===== src/rtl/genotype_cooccurrence_matrix_core_defines.svh =====
// Assertion macros for the genotype co-occurrence matrix block.
// Each macro checks on the rising edge of i_clk and is off while i_rst_n is low.
// Define ASSERT_OFF to compile the checks away.
`ifndef GENOTYPE_COOCCURRENCE_MATRIX_CORE_DEFINES_SVH
`define GENOTYPE_COOCCURRENCE_MATRIX_CORE_DEFINES_SVH

`ifndef ASSERT_OFF

`define GCM_ASSERT_IMPLY(label, pre, post) \
    label: assert property (@(posedge i_clk) disable iff (!i_rst_n) (pre) |-> (post)) \
        else $error("gcm assertion failed");

`define GCM_ASSERT_NEXT(label, pre, post) \
    label: assert property (@(posedge i_clk) disable iff (!i_rst_n) (pre) |=> (post)) \
        else $error("gcm assertion failed");

`else

`define GCM_ASSERT_IMPLY(label, pre, post)

`define GCM_ASSERT_NEXT(label, pre, post)

`endif

`endif


===== src/rtl/gcm_pkg.sv =====
`default_nettype none

package gcm_pkg;

    localparam int unsigned MAX_SAMPLES      = 64;
    localparam int unsigned SAMPLE_W         = 6;
    localparam int unsigned ADDR_W           = 2 * SAMPLE_W;
    localparam int unsigned COUNT_WIDTH      = 32;
    localparam int unsigned NUM_W            = 7;

    typedef logic [SAMPLE_W-1:0]    t_sample;
    typedef logic [ADDR_W-1:0]      t_addr;
    typedef logic [COUNT_WIDTH-1:0] t_count;
    typedef logic [NUM_W-1:0]       t_num;
    typedef logic [MAX_SAMPLES-1:0] t_carriers;

    localparam t_num   MAX_SAMPLES_NUM = t_num'(MAX_SAMPLES);

    localparam logic [7:0] NL_BYTE      = 8'd10;
    localparam logic [7:0] TAB_BYTE     = 8'd9;
    localparam logic [7:0] HASH_BYTE    = 8'd35;
    localparam logic [7:0] ZERO_BYTE    = 8'd48;
    localparam logic [7:0] BIG_N_BYTE   = 8'd78;
    localparam logic [7:0] SMALL_A_BYTE = 8'd97;
    localparam logic [7:0] FIRST_SAMPLE_TAB = 8'd9;

    localparam logic ACT_STREAM = 1'b0;
    localparam logic ACT_READ   = 1'b1;

    typedef struct packed {
        logic           action;
        logic [7:0]     text_byte;
        t_sample        row_sample;
        t_sample        col_sample;
    } t_in_word;

    typedef struct packed {
        t_count         pair_count;
    } t_out_word;

    // Line end from the parser: pulse plus the carriers of the finished line.
    typedef struct packed {
        logic           done;
        t_carriers      carriers;
    } t_line;

endpackage

`default_nettype wire


===== src/rtl/gcm_parse.sv =====
`default_nettype none

module gcm_parse (
    input  wire logic           i_clk,
    input  wire logic           i_rst_n,
    input  wire logic           i_byte_en,
    input  wire logic [7:0]     i_byte,
    input  wire gcm_pkg::t_num  i_num_samples,
    output gcm_pkg::t_line      o_line
);

    gcm_pkg::t_carriers r_carrier, n_carrier;
    logic [7:0]         r_tab, n_tab;
    gcm_pkg::t_num      r_sidx, n_sidx;
    logic [1:0]         r_off, n_off;
    logic               r_fz, n_fz;
    logic               r_hr, n_hr;
    logic [1:0]         r_np, n_np;
    logic               r_ns, n_ns;
    logic               r_prev_tab, n_prev_tab;
    logic               r_hdr, n_hdr;
    logic               r_start, n_start;
    logic               r_open, n_open;

    gcm_pkg::t_num      w_limit;
    gcm_pkg::t_carriers w_final;
    logic               w_done;

    always_comb begin
        w_limit = (i_num_samples > gcm_pkg::MAX_SAMPLES_NUM) ? gcm_pkg::MAX_SAMPLES_NUM
                                                              : i_num_samples;

        // Carriers as they stand if the line ended now: an open field closes.
        w_final = r_carrier;
        if (r_open && (r_sidx < w_limit) && !r_ns && !r_hr) begin
            w_final[r_sidx[gcm_pkg::SAMPLE_W-1:0]] = 1'b1;
        end

        n_carrier  = r_carrier;
        n_tab      = r_tab;
        n_sidx     = r_sidx;
        n_off      = r_off;
        n_fz       = r_fz;
        n_hr       = r_hr;
        n_np       = r_np;
        n_ns       = r_ns;
        n_prev_tab = r_prev_tab;
        n_hdr      = r_hdr;
        n_start    = r_start;
        n_open     = r_open;
        w_done     = 1'b0;

        if (i_byte_en) begin
            if (i_byte == gcm_pkg::NL_BYTE) begin
                w_done     = !r_hdr;
                n_carrier  = '0;
                n_tab      = '0;
                n_sidx     = '0;
                n_off      = '0;
                n_fz       = 1'b0;
                n_hr       = 1'b0;
                n_np       = '0;
                n_ns       = 1'b0;
                n_prev_tab = 1'b0;
                n_hdr      = 1'b0;
                n_start    = 1'b1;
                n_open     = 1'b0;
            end else begin
                if (r_start) begin
                    n_start = 1'b0;
                    if (i_byte == gcm_pkg::HASH_BYTE) begin
                        n_hdr = 1'b1;
                    end
                end
                if (!n_hdr) begin
                    // Open a sample field on the first byte after a sample tab.
                    if (r_prev_tab && (r_tab >= gcm_pkg::FIRST_SAMPLE_TAB)) begin
                        n_open = 1'b1;
                        n_off  = '0;
                        n_fz   = 1'b0;
                        n_hr   = 1'b0;
                        n_np   = '0;
                        n_ns   = 1'b0;
                    end
                    if (n_open) begin
                        if (i_byte == gcm_pkg::TAB_BYTE) begin
                            if ((r_sidx < w_limit) && !n_ns && !n_hr) begin
                                n_carrier[r_sidx[gcm_pkg::SAMPLE_W-1:0]] = 1'b1;
                            end
                            if (r_sidx < gcm_pkg::MAX_SAMPLES_NUM) begin
                                n_sidx = r_sidx + gcm_pkg::t_num'(1);
                            end
                            n_open = 1'b0;
                        end else begin
                            if (n_off == 2'd0) begin
                                n_fz = (i_byte == gcm_pkg::ZERO_BYTE);
                            end else if ((n_off == 2'd2) && n_fz &&
                                         (i_byte == gcm_pkg::ZERO_BYTE)) begin
                                n_hr = 1'b1;
                            end
                            if (n_off != 2'd3) begin
                                n_off = n_off + 2'd1;
                            end
                            if ((n_np == 2'd2) && (i_byte == gcm_pkg::BIG_N_BYTE)) begin
                                n_ns = 1'b1;
                            end
                            if ((n_np == 2'd1) && (i_byte == gcm_pkg::SMALL_A_BYTE)) begin
                                n_np = 2'd2;
                            end else begin
                                n_np = (i_byte == gcm_pkg::BIG_N_BYTE) ? 2'd1 : 2'd0;
                            end
                        end
                    end
                    if (i_byte == gcm_pkg::TAB_BYTE) begin
                        if (r_tab != 8'hFF) begin
                            n_tab = r_tab + 8'd1;
                        end
                        n_prev_tab = 1'b1;
                    end else begin
                        n_prev_tab = 1'b0;
                    end
                end
            end
        end
    end

    always_ff @(posedge i_clk) begin
        if (!i_rst_n) begin
            r_carrier  <= '0;
            r_tab      <= '0;
            r_sidx     <= '0;
            r_off      <= '0;
            r_fz       <= 1'b0;
            r_hr       <= 1'b0;
            r_np       <= '0;
            r_ns       <= 1'b0;
            r_prev_tab <= 1'b0;
            r_hdr      <= 1'b0;
            r_start    <= 1'b1;
            r_open     <= 1'b0;
        end else begin
            r_carrier  <= n_carrier;
            r_tab      <= n_tab;
            r_sidx     <= n_sidx;
            r_off      <= n_off;
            r_fz       <= n_fz;
            r_hr       <= n_hr;
            r_np       <= n_np;
            r_ns       <= n_ns;
            r_prev_tab <= n_prev_tab;
            r_hdr      <= n_hdr;
            r_start    <= n_start;
            r_open     <= n_open;
        end
    end

    assign o_line.done     = w_done;
    assign o_line.carriers = w_final;

endmodule

`default_nettype wire


===== config.mk =====
export PLATFORM = sky130hd
export DESIGN_NAME = gcm_parse
export DESIGN_NICKNAME = d
export VERILOG_FILES = /design/src/rtl/genotype_cooccurrence_matrix_core_defines.svh /design/src/rtl/gcm_pkg.sv /design/src/rtl/gcm_parse.sv
export SDC_FILE = /design/constraint.sdc
export NUM_CORES = 1
export LEC_CHECK = 0
export BUFFER_PORTS_ARGS = -buffer_cell sky130_fd_sc_hd__buf_4
export CAP_MARGIN = 0
export CORE_MARGIN = 4
export CORE_UTILIZATION = 56
export DETAILED_ROUTE_END_ITERATION = 10
export HOLD_SLACK_MARGIN = 0.12
export PLACE_DENSITY = 0.9
export SYNTH_ARGS = -nofsm -noshare
export SYNTH_HDL_FRONTEND = slang
export SYNTH_SLANG_ARGS = --single-unit

===== constraint.sdc =====
create_clock -name i_clk -period 2.6 [get_ports i_clk]
set_input_delay 0.26 -clock i_clk [delete_from_list [all_inputs] [get_ports i_clk]]
set_output_delay 0.26 -clock i_clk [all_outputs]
set_load 0.02 [all_outputs]

==> flow_summary.yaml, run 1 <==
worst_hold_path:
  worstHoldPathType: "primary input to register"
  hold_depth: 4
  worstHoldEndpoint: "r_hdr"
  holdCritStartpoint: "i_byte[4]"
sta:
  slew_headroom: 0.5701
  skew_ns: 0.02005
  finalSetupTns_ns: -1.162
  fin_worst_hold_slack_ns: 0.2239
  tightest_slew_ns: 0.6389
  setup_viol: 34
  fmax_mhz: 373.5
  fin_ws_ns: -0.07749
  period_share: 1.030
  grt_setup_unrepaired: "true"
  drv_slew: 0
  finalHoldViolations: 0
  post-route-min-period_ns: 2.677
synth:
  synth_top_area_frac: 0.3846
  synth_common_cells: "nand2_1 (99), dfxtp_1 (90), a21o_1 (63), a22o_1 (30), o21ai_0 (28)"
  yosys_register_bits: 90
  netlist_area_mm2: 0.004684
  synthArstFlopShare: 0
  synth_ff_type: "dfxtp_1"
  synth_fp_nets: 574
  synth.area.top_cells: "dfxtp_1 (38%), a21o_1 (10%), nand2_1 (7.9%)"
  yosysMostFrequentCell: "nand2_1"
  ys_warn_count: 0
  syn_avg_cell_area_um2: 8.580
  netlist_instances: 546
  synth.largest_area_cell: "dfxtp_1"
  synth.distinct_cells: 70
  synth_seq_area_share: 0.3846
  synth_edf_count: 0
layout:
  final_core_util: 0.7504
  fin_cells: 758
  layout-drive-gt1-share: 0.2680
  syn_to_final_growth_pct: 30.96
  antennaDiodeCount: 0
  nFillCells: 532
  layout.nets: 676
  final_cell_area_mm2: 0.006135
clock_network:
  clock_sinks: 90
  clkTransAtPathRegs_ns: 0.10
  cts_made_buffers: 9
  worst_skew_pair.late_latency_ns: 0.37
  cts-root-buf: "clkbuf_8"
  cts_tree: "yes"
  clockBufferDepth: 2
  h-tree-depth: 3
placed_design:
  dp_cells: 733
  hpwl_mm: 8.951
  routabilityCongestion: 0.8642
  post_dp_cell_area_mm2: 0.005544
  place_ws_ns: 0.02726
  portBuffers: 82
setup_path:
  reg2regPathDepth: 10
  crit_fanout: 6
  critPathLaunchType: "register"
  r2r_slack_ns: 0.09
  crit_buf_inv: 2
  crit_required_ns: 2.34
  r2r_start: "r_sidx[1]"
  timing.rr.end: "r_carrier[39]"
  end_kind: "output pin"
  crit_arrival_ns: 2.42
  critPathKind: "register to output pin"
  worstPathCellList: "ha_4, or4b_4, a21oi_4, buf_12, o21ai_4, nor3_4, a21o_1, buf_6"
  critical_path.top_delay_family: "simple AND/OR/NAND/NOR gates"
  slowest_stage: "or4b_4"
  slowest_delay_ns: 0.49
global_routing:
  grt_pass1_vias: 4396
  grt_max_degree: 50
  grt_overflow: 0
  grt_pass1_wl_mm: 21.71
  grtUsageTotal: 0.2722
  grt_antenna_before_repair: 0
route:
  drc: 0
  ant_nets: 0
  dr_total_vias: 4759
  wire_per_inst_um: 18.87
  drt_iter0_drc: 407
  first_pass_iters: 6
  routed_wl_mm: 14.31
  routed_via_density: 6.278
floorplan:
  die_h_um: 99.46
  start_util: 0.5730
  die_area_mm2: 0.009892
  core_region_area_mm2: 0.008175
  io_pins: 83
  rows: 33
  die_x_um: 99.46
power:
  cellPowerDensity_mw_per_mm2: 404.9
  ir_drop_uv: 309.6
  power.total_mw: 2.484
  p_leak_nw: 2.874
run_status:
  failed_checks: "negative setup slack"
  status: "finished, violations left"
job:
  cap_viol_max_count: 0
==> kinds of logic after synthesis <==
logic type	Yosys count	synth area share
buffers and inverters	41	0.03819
flip-flops	90	0.3846
AO/OA/AOI/OAI	182	0.2770
XOR/XNOR	4	0.007478
multiplexers	3	0.006411
adder cells (fa/ha/maj)	10	0.02671
AND/OR/NAND/NOR	216	0.2596
==> cell type report <==
class                   instances  area [um2]  share of cell area
well taps                     105       131.4             0.02142
multi-input cells             416        2783              0.4536
inverters                       8       30.03            0.004895
clock inverters                 6       53.80            0.008770
clock buffers                  10       137.6             0.02244
flip-flops and latches         90        1804              0.2941
repair buffers                123        1195              0.1948
==> repair_timing <==
action,4_1_cts,5_1_grt
endpoints found under the setup margin,64,64
buffers inserted,2,5
gates resized for setup,50,29
pin swaps,20,17
hold buffers,1,0
gates cloned,1,0
hold endpoints to repair,1,0
==> power by group <==
| part | switching [mW] | leakage (nW) | internal [mW] |
|---|---|---|---|
| registers | 0.000691 | 0.726 | 1.38 |
| logic | 0.0866 | 2.05 | 0.0584 |
| clock network | 0.565 | 0.0962 | 0.395 |
| total | 0.652 | 2.87 | 1.83 |
==> flip-flops by register name, indices dropped and copies added, names as in the netlist, 2 cells and up <==
name and count:
r_carrier 64, r_tab 8, r_sidx 7, r_np 2
r_off 2
==> worst max-delay path by stage <==
stage	start	depth (start not counted)	end
after CTS	r_sidx[1]	8	o_line[25]
after global placement	i_num_samples[6]	11	o_line[53]
after floorplan	i_num_samples[6]	9	o_line[47]
after global routing	r_sidx[1]	8	o_line[1]
final	r_sidx[1]	8	o_line[39]
after detailed placement	i_num_samples[6]	11	o_line[11]
==> tightest hold or removal path: stages <==
cell     delay [ns]
buf_4          0.12
nor4_1         0.06
nand2_1        0.06
a21oi_1        0.06
==> per-layer routing <==
layer | global-route usage | share of wire
met5 | 0 | 0
met4 | 0.1155 | 0.030
met3 | 0.05400 | 0.086
met2 | 0.4442 | 0.49
met1 | 0.3515 | 0.40
==> layout by cell type (no fill, tap or decap), types with 3 or more instances in the layout <==
master	instances
dfxtp_1	88
and2_1	3
nor3_4	6
and3_1	11
nor2b_1	3
nand2b_1	5
buf_4	55
a211oi_1	3
a22o_1	30
nor4_1	3
nand2_1	99
nand3_1	18
ha_1	9
o21ai_0	28
buf_6	65
nor2_4	3
mux2i_1	3
nand4_1	4
nor3_1	6
nor3b_1	7
a21oi_1	11
nor2_1	20
a21o_1	63
o31ai_1	3
and3b_1	3
or3_1	4
clkbuf_8	10
inv_6	4
o21a_1	4
inv_1	8
xnor2_1	4
o21ai_1	18
Note: power is estimated with default switching activity, not from simulation.
==> run 2, diff against run 1 <==
==> constraint.sdc (replaced) <==
create_clock -name i_clk -period 2.8 [get_ports i_clk]
set_input_delay 0.28 -clock i_clk [delete_from_list [all_inputs] [get_ports i_clk]]
set_output_delay 0.28 -clock i_clk [all_outputs]
set_load 0.02 [all_outputs]
==> run 2 against run 1 <==
  * The run now ends clean
  * Count of clock-buffer cells in the layout unchanged
  * First-iteration DRC count down 18%
  * Non-clock buffer count shrank 15
  * Global-route usage down 0.46 points
  * Clock skew down 0.0086 ns
  * Die area is the same
  * Clock power shrank 14%
  * Final cell count down 2.0%
  * Worst hold slack got worse by 0.075 ns
  * Sequential share of layout area is 2.1 points higher
  * Largest cell class unchanged
==> flow_summary.yaml, run 2 (synthesis gave the netlist of run 1 again) <==
sta:
  tightest_slew_ns: 0.7359
  setup_viol: 0
  skew_ns: 0.01147
  fin_worst_hold_slack_ns: 0.1490
  fmax_mhz: 360.7
  drv_slew: 0
  fin_ws_ns: 0.02763
  finalHoldViolations: 0
  grt_setup_unrepaired: "true"
  slew_headroom: 0.5030
  finalSetupTns_ns: 0
  period_share: 0.9901
  post-route-min-period_ns: 2.772
clock_network:
  post-cts-setup-buffers: 0
  cts_tree: "yes"
  cts-root-buf: "clkbuf_8"
  cts_hold_buffers: 0
  worst_skew_pair.late_latency_ns: 0.37
  h-tree-depth: 3
  clockBufferDepth: 2
  cts_made_buffers: 9
  clock_sinks: 90
  clkTransAtPathRegs_ns: 0.09
placed_design:
  place_ws_ns: 0.1597
  hpwl_mm: 9.154
  portBuffers: 82
  post_dp_cell_area_mm2: 0.005479
  routabilityCongestion: 0.8495
  dp_cells: 726
setup_path:
  crit_arrival_ns: 2.49
  crit_required_ns: 2.52
  critPathKind: "register to output pin"
  slowest_delay_ns: 0.49
  worstPathCellList: "ha_4, or4b_4, a21oi_4, o21ai_4, nor4_4, buf_6, a21o_1, buf_6"
  slowest_stage: "or4b_4"
  end_kind: "output pin"
  critPathLaunchType: "register"
  crit_fanout: 8
  cp_common_cell: "buf_6"
route:
  routed_via_density: 6.128
  routed_wl_mm: 13.17
  dr_total_vias: 4553
  ant_nets: 0
  drt_iter0_drc: 332
  first_pass_iters: 5
  wire_per_inst_um: 17.73
  drc: 0
layout:
  antennaDiodeCount: 0
  syn_to_final_growth_pct: 22.38
  fin_cells: 743
  final_cell_area_mm2: 0.005733
  layout-drive-gt1-share: 0.2476
  largest-register: "r_carrier"
  layout.nets: 661
  multi_input_area_mm2: 0.002741
  final_core_util: 0.7013
  largest_reg_flops: 64
  layout_commonest_cell: "nand2_1"
  register_area_mm2: 0.001804
  nFillCells: 600
  reg_top3: "r_carrier (64), r_tab (8), r_sidx (7)"
  mostFrequentLayoutCells: "nand2_1 (99), buf_4 (98), dfxtp_1 (88)"
job:
  cap_viol_max_count: 0
floorplan:
  rows: 33
  die_area_mm2: 0.009892
  io_pins: 83
  start_util: 0.5730
  core_region_area_mm2: 0.008175
  die_x_um: 99.46
  die_h_um: 99.46
run_status:
  status: "finished, final reports clean"
worst_hold_path:
  worstHoldPathType: "primary input to register"
global_routing:
  grtUsageTotal: 0.2676
  grt_pass1_vias: 4425
  grt_antenna_before_repair: 0
  grt_max_degree: 38
  grt_pass1_wl_mm: 21.26
  grt_overflow: 0
power:
  power.total_mw: 2.224
  cellPowerDensity_mw_per_mm2: 388.0
  p_leak_nw: 2.728
  ir_drop_uv: 281.0
run 2: layout make-up:
| type | instances | area share |
|---|---|---|
| timing repair buffer | 108 | 0.1480 |
| sequential | 90 | 0.3147 |
| multi-input combinational | 416 | 0.4782 |
| tap | 105 | 0.02292 |
| clock buffer | 10 | 0.02226 |
| inverter | 8 | 0.005238 |
| clock inverter | 6 | 0.008730 |
run 2: final timing paths:
check / from / endpoint / slack [ns] / cells after the start
worst min-delay path: i_byte_en / r_start / 0.15 / 2
worst min register to register: r_carrier[23] / r_carrier[23] / 0.46 / 2
worst max register to register: r_tab[7] / r_carrier[59] / 0.47 / 6
worst max-delay path: r_sidx[1] / o_line[13] / 0.03 / 8
run 2: repair_timing:
item,CTS,global route
resized for setup,5,12
gates cloned,1,0
endpoints found under the setup margin,41,57
pin swaps,1,8
run 2: critical path, delay by kind of cell, from the launching register on:
kind                     cells  cell delay, ns
AO/OA/AOI/OAI                3            0.53
adder cells (fa/ha/maj)      1            0.16
buffers and inverters        2            0.30
flip-flops                   1            0.35
AND/OR/NAND/NOR              2            0.79
run 2: where the power goes:
part	total, mW	internal (mW)	switching (mW)
combinational	0.114	0.0406	0.0737
clock	0.830	0.332	0.498
sequential	1.28	1.28	0.000609
run 2: routing by layer:
metal | up-vias | GRT usage | wire [um]
met2 | 199 | 0.4272 | 6371
met4 | 0 | 0.1155 | 380
met3 | 32 | 0.06522 | 959
met5 | - | 0 | 0
met1 | 2173 | 0.3450 | 5459
li1 | 2149 | - | -
